<file path="config.mk">
export PLATFORM = sky130hd
export DESIGN_NAME = sha256_word_stream_hash
export DESIGN_NICKNAME = d
export VERILOG_FILES = /design/src/rtl/core/sha256_pkg.sv /design/src/rtl/core/sha256_word_stream_hash.sv /design/src/rtl/core/sha256_datapath.sv /design/src/rtl/core/sha256_ctrl.sv
export SDC_FILE = /design/constraint.sdc
export NUM_CORES = 2
export LEC_CHECK = 0
export ABC_AREA = 1
export BUFFER_PORTS_ARGS = -buffer_cell sky130_fd_sc_hd__buf_2
export CORE_MARGIN = 2
export CORE_UTILIZATION = 30
export DETAILED_ROUTE_END_ITERATION = 6
export HOLD_SLACK_MARGIN = 0.03
export PLACE_DENSITY = 0.47
export SLEW_MARGIN = 30
export SYNTH_ARGS = -nofsm -noshare
export SYNTH_HDL_FRONTEND = slang
export SYNTH_SLANG_ARGS = --single-unit
</file>
<file path="constraint.sdc">
create_clock -name aclk -period 25 [get_ports aclk]
set_input_delay 5 -clock aclk [delete_from_list [all_inputs] [get_ports aclk]]
set_output_delay 5 -clock aclk [all_outputs]
set_load 0.005 [all_outputs]
</file>
<file path="src/rtl/core/sha256_pkg.sv">
// ----------------------------------------------------------------------------
// sha256_pkg
// Types, round constants and round functions shared by the hash core.
// ----------------------------------------------------------------------------
`default_nettype none

package sha256_pkg;

    localparam int WORD_W  = 32;
    localparam int BLK_WORDS = 16;
    localparam int ROUNDS  = 64;
    localparam int HASH_WORDS = 8;

    typedef logic [WORD_W-1:0] word_t;

    typedef enum logic [1:0] {
        ST_COLLECT,
        ST_ROUND,
        ST_UPDATE
    } ctrl_state_t;

    typedef struct packed {
        logic       load_word;
        logic       init_work;
        logic       round_en;
        logic       chain_add;
        logic       chain_reset;
        logic       dig_load;
        logic       dig_shift;
        logic [5:0] round_idx;
    } dp_cmd_t;

    localparam word_t INIT_HASH [HASH_WORDS] = '{
        32'h6a09e667, 32'hbb67ae85, 32'h3c6ef372, 32'ha54ff53a,
        32'h510e527f, 32'h9b05688c, 32'h1f83d9ab, 32'h5be0cd19
    };

    localparam word_t ROUND_K [ROUNDS] = '{
        32'h428a2f98, 32'h71374491, 32'hb5c0fbcf, 32'he9b5dba5,
        32'h3956c25b, 32'h59f111f1, 32'h923f82a4, 32'hab1c5ed5,
        32'hd807aa98, 32'h12835b01, 32'h243185be, 32'h550c7dc3,
        32'h72be5d74, 32'h80deb1fe, 32'h9bdc06a7, 32'hc19bf174,
        32'he49b69c1, 32'hefbe4786, 32'h0fc19dc6, 32'h240ca1cc,
        32'h2de92c6f, 32'h4a7484aa, 32'h5cb0a9dc, 32'h76f988da,
        32'h983e5152, 32'ha831c66d, 32'hb00327c8, 32'hbf597fc7,
        32'hc6e00bf3, 32'hd5a79147, 32'h06ca6351, 32'h14292967,
        32'h27b70a85, 32'h2e1b2138, 32'h4d2c6dfc, 32'h53380d13,
        32'h650a7354, 32'h766a0abb, 32'h81c2c92e, 32'h92722c85,
        32'ha2bfe8a1, 32'ha81a664b, 32'hc24b8b70, 32'hc76c51a3,
        32'hd192e819, 32'hd6990624, 32'hf40e3585, 32'h106aa070,
        32'h19a4c116, 32'h1e376c08, 32'h2748774c, 32'h34b0bcb5,
        32'h391c0cb3, 32'h4ed8aa4a, 32'h5b9cca4f, 32'h682e6ff3,
        32'h748f82ee, 32'h78a5636f, 32'h84c87814, 32'h8cc70208,
        32'h90befffa, 32'ha4506ceb, 32'hbef9a3f7, 32'hc67178f2
    };

    function automatic word_t big_sigma0(input word_t x);
        return {x[1:0], x[31:2]} ^ {x[12:0], x[31:13]} ^ {x[21:0], x[31:22]};
    endfunction

    function automatic word_t big_sigma1(input word_t x);
        return {x[5:0], x[31:6]} ^ {x[10:0], x[31:11]} ^ {x[24:0], x[31:25]};
    endfunction

    function automatic word_t small_sigma0(input word_t x);
        return {x[6:0], x[31:7]} ^ {x[17:0], x[31:18]} ^ {3'b000, x[31:3]};
    endfunction

    function automatic word_t small_sigma1(input word_t x);
        return {x[16:0], x[31:17]} ^ {x[18:0], x[31:19]} ^ {10'b0, x[31:10]};
    endfunction

endpackage

`default_nettype wire

</file>
<file path="src/rtl/core/sha256_word_stream_hash.sv">
// ----------------------------------------------------------------------------
// sha256_word_stream_hash
// SHA-256 over a padded message streamed as 32-bit big-endian words.
// ----------------------------------------------------------------------------
// Usage:
//   Slave channel s_*: one padded message word per item in s_tdata, with
//   s_tlast set on the final word of the message. s_tlast is honored only
//   on the 16th word of a 512-bit block and ignored elsewhere.
//   Master channel m_*: eight digest words H0..H7, index in m_tuser,
//   m_tlast on the eighth.
//   Timing: the 16 words of a block are taken one per cycle while s_tvalid
//   is high; the 16th starts the 64 compression rounds (one round per cycle),
//   followed by a chain update, and no word is taken until the update is done.
//   After the final block the digest is loaded into its buffer in the update
//   step, then leaves one word per cycle while m_tready is high.
//   The digest sits in its own buffer, so the next message is taken while
//   the previous digest drains; a stalled receiver holds the item and only
//   blocks the core when a further digest is ready.
//   Reset (aresetn low, synchronous) restores the initial hash, empties the
//   block and drops any pending digest.
// ----------------------------------------------------------------------------
`default_nettype none

module sha256_word_stream_hash
    import sha256_pkg::*;
(
    input  wire logic        aclk,
    input  wire logic        aresetn,
    input  wire logic        s_tvalid,
    output logic             s_tready,
    input  wire logic [31:0] s_tdata,   // [31:0] msg_word
    input  wire logic        s_tlast,
    output logic             m_tvalid,
    input  wire logic        m_tready,
    output logic [31:0]      m_tdata,   // [31:0] digest_word
    output logic [2:0]       m_tuser,   // [2:0] digest_index
    output logic             m_tlast
);

    dp_cmd_t cmd;

    sha256_ctrl u_ctrl (
        .aclk     (aclk),
        .aresetn  (aresetn),
        .s_tvalid (s_tvalid),
        .s_tlast  (s_tlast),
        .s_tready (s_tready),
        .m_tvalid (m_tvalid),
        .m_tready (m_tready),
        .m_tuser  (m_tuser),
        .m_tlast  (m_tlast),
        .cmd      (cmd)
    );

    sha256_datapath u_dp (
        .aclk     (aclk),
        .aresetn  (aresetn),
        .cmd      (cmd),
        .in_word  (s_tdata),
        .dig_word (m_tdata)
    );

endmodule

`default_nettype wire

</file>
<file path="src/rtl/core/sha256_datapath.sv">
// ----------------------------------------------------------------------------
// sha256_datapath
// Schedule window, working variables, chaining value and digest buffer.
// ----------------------------------------------------------------------------
`default_nettype none

module sha256_datapath
    import sha256_pkg::*;
(
    input  wire logic    aclk,
    input  wire logic    aresetn,
    input  wire dp_cmd_t cmd,
    input  wire word_t   in_word,
    output word_t        dig_word
);

    word_t w_reg     [BLK_WORDS];
    word_t v_reg     [HASH_WORDS];
    word_t chain_reg [HASH_WORDS];
    word_t dig_reg   [HASH_WORDS];

    word_t w_next;
    word_t t1;
    word_t t2;
    word_t ch;
    word_t maj;
    word_t sum     [HASH_WORDS];

    always_comb begin
        w_next = small_sigma1(w_reg[14]) + w_reg[9] + small_sigma0(w_reg[1]) + w_reg[0];
        ch     = (v_reg[4] & v_reg[5]) ^ (~v_reg[4] & v_reg[6]);
        maj    = (v_reg[0] & v_reg[1]) ^ (v_reg[0] & v_reg[2]) ^ (v_reg[1] & v_reg[2]);
        t1     = v_reg[7] + big_sigma1(v_reg[4]) + ch + ROUND_K[cmd.round_idx] + w_reg[0];
        t2     = big_sigma0(v_reg[0]) + maj;
        for (int i = 0; i < HASH_WORDS; i++) begin
            sum[i] = chain_reg[i] + v_reg[i];
        end
    end

    always_ff @(posedge aclk) begin
        if (cmd.load_word) begin
            for (int i = 0; i < BLK_WORDS - 1; i++) begin
                w_reg[i] <= w_reg[i+1];
            end
            w_reg[BLK_WORDS-1] <= in_word;
        end else if (cmd.round_en) begin
            for (int i = 0; i < BLK_WORDS - 1; i++) begin
                w_reg[i] <= w_reg[i+1];
            end
            w_reg[BLK_WORDS-1] <= w_next;
        end
    end

    always_ff @(posedge aclk) begin
        if (cmd.init_work) begin
            for (int i = 0; i < HASH_WORDS; i++) begin
                v_reg[i] <= chain_reg[i];
            end
        end else if (cmd.round_en) begin
            v_reg[7] <= v_reg[6];
            v_reg[6] <= v_reg[5];
            v_reg[5] <= v_reg[4];
            v_reg[4] <= v_reg[3] + t1;
            v_reg[3] <= v_reg[2];
            v_reg[2] <= v_reg[1];
            v_reg[1] <= v_reg[0];
            v_reg[0] <= t1 + t2;
        end
    end

    always_ff @(posedge aclk) begin
        if (!aresetn) begin
            for (int i = 0; i < HASH_WORDS; i++) begin
                chain_reg[i] <= INIT_HASH[i];
            end
        end else if (cmd.chain_reset) begin
            for (int i = 0; i < HASH_WORDS; i++) begin
                chain_reg[i] <= INIT_HASH[i];
            end
        end else if (cmd.chain_add) begin
            for (int i = 0; i < HASH_WORDS; i++) begin
                chain_reg[i] <= sum[i];
            end
        end
    end

    always_ff @(posedge aclk) begin
        if (cmd.dig_load) begin
            for (int i = 0; i < HASH_WORDS; i++) begin
                dig_reg[i] <= sum[i];
            end
        end else if (cmd.dig_shift) begin
            for (int i = 0; i < HASH_WORDS - 1; i++) begin
                dig_reg[i] <= dig_reg[i+1];
            end
            dig_reg[HASH_WORDS-1] <= dig_reg[HASH_WORDS-1];
        end
    end

    assign dig_word = dig_reg[0];

endmodule

`default_nettype wire

</file>
<file path="src/rtl/core/sha256_ctrl.sv">
// ----------------------------------------------------------------------------
// sha256_ctrl
// Block sequencer: word collection, round count, chain update, digest drain.
// ----------------------------------------------------------------------------
`default_nettype none

module sha256_ctrl
    import sha256_pkg::*;
(
    input  wire logic  aclk,
    input  wire logic  aresetn,
    input  wire logic  s_tvalid,
    input  wire logic  s_tlast,
    output logic       s_tready,
    output logic       m_tvalid,
    input  wire logic  m_tready,
    output logic [2:0] m_tuser,
    output logic       m_tlast,
    output dp_cmd_t    cmd
);

    ctrl_state_t state_reg, state_next;
    logic [3:0]  pos_reg, pos_next;
    logic [5:0]  round_reg, round_next;
    logic        last_reg, last_next;
    logic        busy_reg, busy_next;
    logic [2:0]  idx_reg, idx_next;

    logic        in_fire;
    logic        out_fire;

    always_ff @(posedge aclk) begin
        if (!aresetn) begin
            state_reg <= ST_COLLECT;
            pos_reg   <= '0;
            round_reg <= '0;
            last_reg  <= 1'b0;
            busy_reg  <= 1'b0;
            idx_reg   <= '0;
        end else begin
            state_reg <= state_next;
            pos_reg   <= pos_next;
            round_reg <= round_next;
            last_reg  <= last_next;
            busy_reg  <= busy_next;
            idx_reg   <= idx_next;
        end
    end

    always_comb begin
        state_next = state_reg;
        pos_next   = pos_reg;
        round_next = round_reg;
        last_next  = last_reg;
        busy_next  = busy_reg;
        idx_next   = idx_reg;
        cmd        = '0;
        cmd.round_idx = round_reg;

        s_tready = (state_reg == ST_COLLECT);
        in_fire  = s_tvalid && s_tready;
        out_fire = busy_reg && m_tready;

        // drain digest
        if (out_fire) begin
            cmd.dig_shift = 1'b1;
            idx_next      = idx_reg + 3'd1;
            if (idx_reg == 3'd7) begin
                busy_next = 1'b0;
            end
        end

        unique case (state_reg)
            ST_COLLECT: begin
                if (in_fire) begin
                    cmd.load_word = 1'b1;
                    pos_next      = pos_reg + 4'd1;
                    if (pos_reg == 4'd15) begin
                        cmd.init_work = 1'b1;
                        last_next     = s_tlast;
                        round_next    = '0;
                        state_next    = ST_ROUND;
                    end
                end
            end
            ST_ROUND: begin
                cmd.round_en = 1'b1;
                round_next   = round_reg + 6'd1;
                if (round_reg == 6'd63) begin
                    state_next = ST_UPDATE;
                end
            end
            ST_UPDATE: begin
                if (!last_reg) begin
                    cmd.chain_add = 1'b1;
                    state_next    = ST_COLLECT;
                end else if (!busy_reg) begin
                    cmd.dig_load    = 1'b1;
                    cmd.chain_reset = 1'b1;
                    busy_next       = 1'b1;
                    idx_next        = '0;
                    state_next      = ST_COLLECT;
                end
            end
            default: begin
                state_next = ST_COLLECT;
            end
        endcase

        m_tvalid = busy_reg;
        m_tuser  = idx_reg;
        m_tlast  = (idx_reg == 3'd7);
    end

endmodule

`default_nettype wire

</file>
==> results.sh <==
export IMPL_status="finished, final reports clean"
export IMPL_cts_tree="done"
export IMPL_crit_path_max_incr_delay_ns=0.82
export IMPL_setup_tns_ns=0
export IMPL_vias=63950
export IMPL_pwr_share_seq_pct=37.3
export IMPL_final_common_cell="nand2_1"
export IMPL_first_pass_iters=6
export IMPL_cp_max_fo=39
export IMPL_worstReg2RegStart="u_ctrl.round_reg[2]"
export IMPL_cp_startpoint="u_ctrl.round_reg[2]"
export IMPL_hold_buffers=0
export IMPL_synth_compound_area_share_pct=10.62
export IMPL_async_flop_share_pct=0
export IMPL_wl_per_cell_um=26.32
export IMPL_syn_area_um2=79680
export IMPL_final_cell_count_no_fill=12480
export IMPL_grt_busiest_layer="met2"
export IMPL_rows=189
export IMPL_vias_per_cell=5.123
export IMPL_hpwl_um=257000
export IMPL_final_period_utilization_pct=37.82
export IMPL_worst_setup_path_type="flip-flop to flip-flop"
export IMPL_finalCriticalPeriod_ns=9.456
export IMPL_muxShareOfSynthArea_pct=0
export IMPL_fin_area_um2=89110
export IMPL_p_int_mw=4.536
export IMPL_layout_common_cells="nand2_1, edfxtp_1, inv_1"
export IMPL_synth_edf_count=1248
export IMPL_clk_latency_ns=0.88
export IMPL_hold_path_class="flip-flop to flip-flop"
export IMPL_rsz0062_at_grt="no"
export IMPL_drtIter0Drc=6412
export IMPL_cts_htree_levels=4
export IMPL_largest_register_ff_count=512
export IMPL_cts_made_buffers=155
export IMPL_crit_end="u_dp.v_reg[0][22]"
export IMPL_grt_util_met3_pct=3.295
export IMPL_gp_congestion=0.9653
export IMPL_setup_worst_path_end_class="flip-flop"
export IMPL_p_switching_mw=2.483
export IMPL_drcViolationCount=0
export IMPL_syn_to_final_growth_pct=11.84
export IMPL_finalHoldViolations=0
export IMPL_drive_gt1_share_pct=5.075
export IMPL_power_frac_clock_pct=33.4
export IMPL_syn_inst=8791
export IMPL_synth_simple_gate_area_share_pct=18.71
export IMPL_powerDensity_nw_per_um2=78.77
export IMPL_grtUsageMet1_pct=32.71
export IMPL_io_buffers=74
export IMPL_grtUsageMet2_pct=38.42
export IMPL_ys_types=72
export IMPL_power_frac_comb_pct=29.2
export IMPL_finClkSkew_ns=0.08602
export IMPL_cts_sinks=1297
export IMPL_placed_cells=12190
export IMPL_antenna_found_initial=12
export IMPL_clockBufferDepth=3
export IMPL_reg2regPathDepth=28
export IMPL_start_util_pct=30.11
export IMPL_grt_pass1_vias=62520
export IMPL_swShare_pct=35.38
export IMPL_drv_cap=0
export IMPL_groute_usage_overall_pct=23.71
export IMPL_synthAdderAreaFrac_pct=11.13
export IMPL_crit_required_ns=25.58
export IMPL_yosys_most_used_dff="edfxtp_1"
export IMPL_cpMaxStageDelayCell="nor2_1"
export IMPL_wl_um=328500
export IMPL_slew_headroom_pct=25.18
export IMPL_ys_ff_latch=1297
export IMPL_placed_area_um2=83810
export IMPL_nets=9444
export IMPL_cts_resized=0
export IMPL_syn_nets=9416
export IMPL_final_max_slew_viol_count=0
export IMPL_synth_avg_cell_area_um2=9.064
export IMPL_leakagePower_nw=35.81
export IMPL_cts_root_buf="clkbuf_16"
export IMPL_ant_nets=0
export IMPL_die_area_um2=269700
export IMPL_die_w_um=519.4
export IMPL_yosysSeqAreaShare_pct=48.27
export IMPL_synth_top_family_by_area="simple AND/OR/NAND/NOR gates"
export IMPL_post_cts_buffers=0
export IMPL_reg2reg_to="u_dp.v_reg[0][22]"
export IMPL_hold_ws_ns=0.3813
export IMPL_r2r_setup_slack_ns=15.54
export IMPL_arrival_ns=10.03
export IMPL_core_um2=264600
export IMPL_grt_pass1_wl_um=461600
export IMPL_ir_drop_mv=0.08158
export IMPL_synthXorXnorAreaFrac_pct=4.813
export IMPL_die_y_um=519.4
export IMPL_tightest_slew_ns=1.111
export IMPL_cp_start_kind="flip-flop"
export IMPL_clk_pin_slew_ns=0.06
export IMPL_yosysWarnings=0
export IMPL_gr_total_overflow=0
export IMPL_fmax_mhz=105.8
export IMPL_io_pins=75
export IMPL_grt_max_degree=188
export IMPL_fin_util_pct=33.68
export IMPL_finalSetupViolCount=0
## per-stage QoR
step | worst slack, ns | total power, mW
global route | 15.16 | 7.374
detailed placement | 15.69 | 4.697
CTS | 15.64 | 7.063
floorplan | 7.541 | 3.990
finish | 15.54 | 7.019
global placement | 15.35 | 4.708
## worst max-delay path: cells and delay by family (launching register included)
kind	cells	cell delay (ns)
adders and majority gates	6	2.94
AOI/OAI and AO/OA	7	1.87
xor gates and xnor gates	1	0.59
buffers and inverters	5	1.15
and+or+nand+nor	9	2.27
DFF	1	0.30
## kinds of logic (layout without fill, tap and decap cells)
family / Yosys count / after routing
xor gates and xnor gates: 437 / 437
and+or+nand+nor: 3651 / 3651
DFF: 1297 / 1297
buffers and inverters: 1310 / 1464
adders and majority gates: 593 / 593
AOI/OAI and AO/OA: 1503 / 1503
other: 0 / 4
## cell usage after synthesis, types with 6 or more instances
master	number	share of area (%)
nor2_1	725	3.4
a21oi_1	496	3.1
clkbuf_1	161	0.76
xnor2_1	219	2.4
nand3_1	396	2.5
or2_2	28	0.22
a221oi_1	7	0.077
o21a_1	28	0.26
o211ai_1	28	0.26
a21o_1	60	0.57
a21boi_0	16	0.15
nand4_1	90	0.71
inv_1	1042	4.9
nand2_2	6	0.047
inv_2	9	0.042
nand3b_1	39	0.37
dfxtp_1	49	1.2
nor4_1	14	0.11
a211oi_1	6	0.057
or2_1	9	0.071
buf_4	41	0.39
xor2_1	217	2.4
o21ai_1	24	0.15
fa_1	195	4.9
o21bai_1	50	0.47
nor2_2	8	0.063
a31oi_1	75	0.59
o21ai_2	19	0.21
ha_1	393	6.2
a21oi_2	12	0.13
nand2_1	2242	11
edfxtp_1	1248	47
and3_1	7	0.055
o21ai_0	614	3.9
nor3_1	71	0.45
o221ai_1	14	0.15
buf_2	48	0.30
o22ai_1	14	0.11
## cell type report
class | instances | area, µm²
well taps | 3533 | 4420
multi-input cells | 6184 | 36120
diodes | 4 | 10.01
clock buffers | 185 | 3991
flip-flops and latches | 1297 | 38460
fillers | 27510 | 175500
clock inverters | 98 | 1269
repair buffers | 129 | 855.8
inverters | 1052 | 3979
## routing by layer
layer / wire length, µm / vias to the layer above
met2: 151900 / 2151
met3: 18770 / 385
li1: - / 29580
met4: 10750 / 2
met1: 147000 / 31830
met5: 13 / -
## worst min-delay path by stage
stage,start,endpoint,slack [ns],depth (start not counted)
2_1_floorplan,u_dp.w_reg[1][4],u_dp.w_reg[0][100],0.40,0
3_3_place_gp,u_dp.w_reg[1][120],u_dp.w_reg[1][88],0.40,0
3_5_place_dp,u_dp.w_reg[1][13],u_dp.w_reg[0][109],0.40,0
4_1_cts,u_dp.w_reg[3][42],u_dp.w_reg[3][10],0.37,0
5_1_grt,u_dp.w_reg[1][29],u_dp.w_reg[0][125],0.39,0
6_report,u_dp.w_reg[3][118],u_dp.w_reg[3][86],0.38,0
## power by group through the flow
stage	clock network, mW	logic, mW	registers (mW)
after CTS	2.40	2.04	2.62
final	2.35	2.05	2.62
after global routing	2.48	2.26	2.63
after floorplan	0	1.36	2.63
after detailed placement	0	2.03	2.67
after global placement	0	2.04	2.67
(Power assumes the default switching activity.)
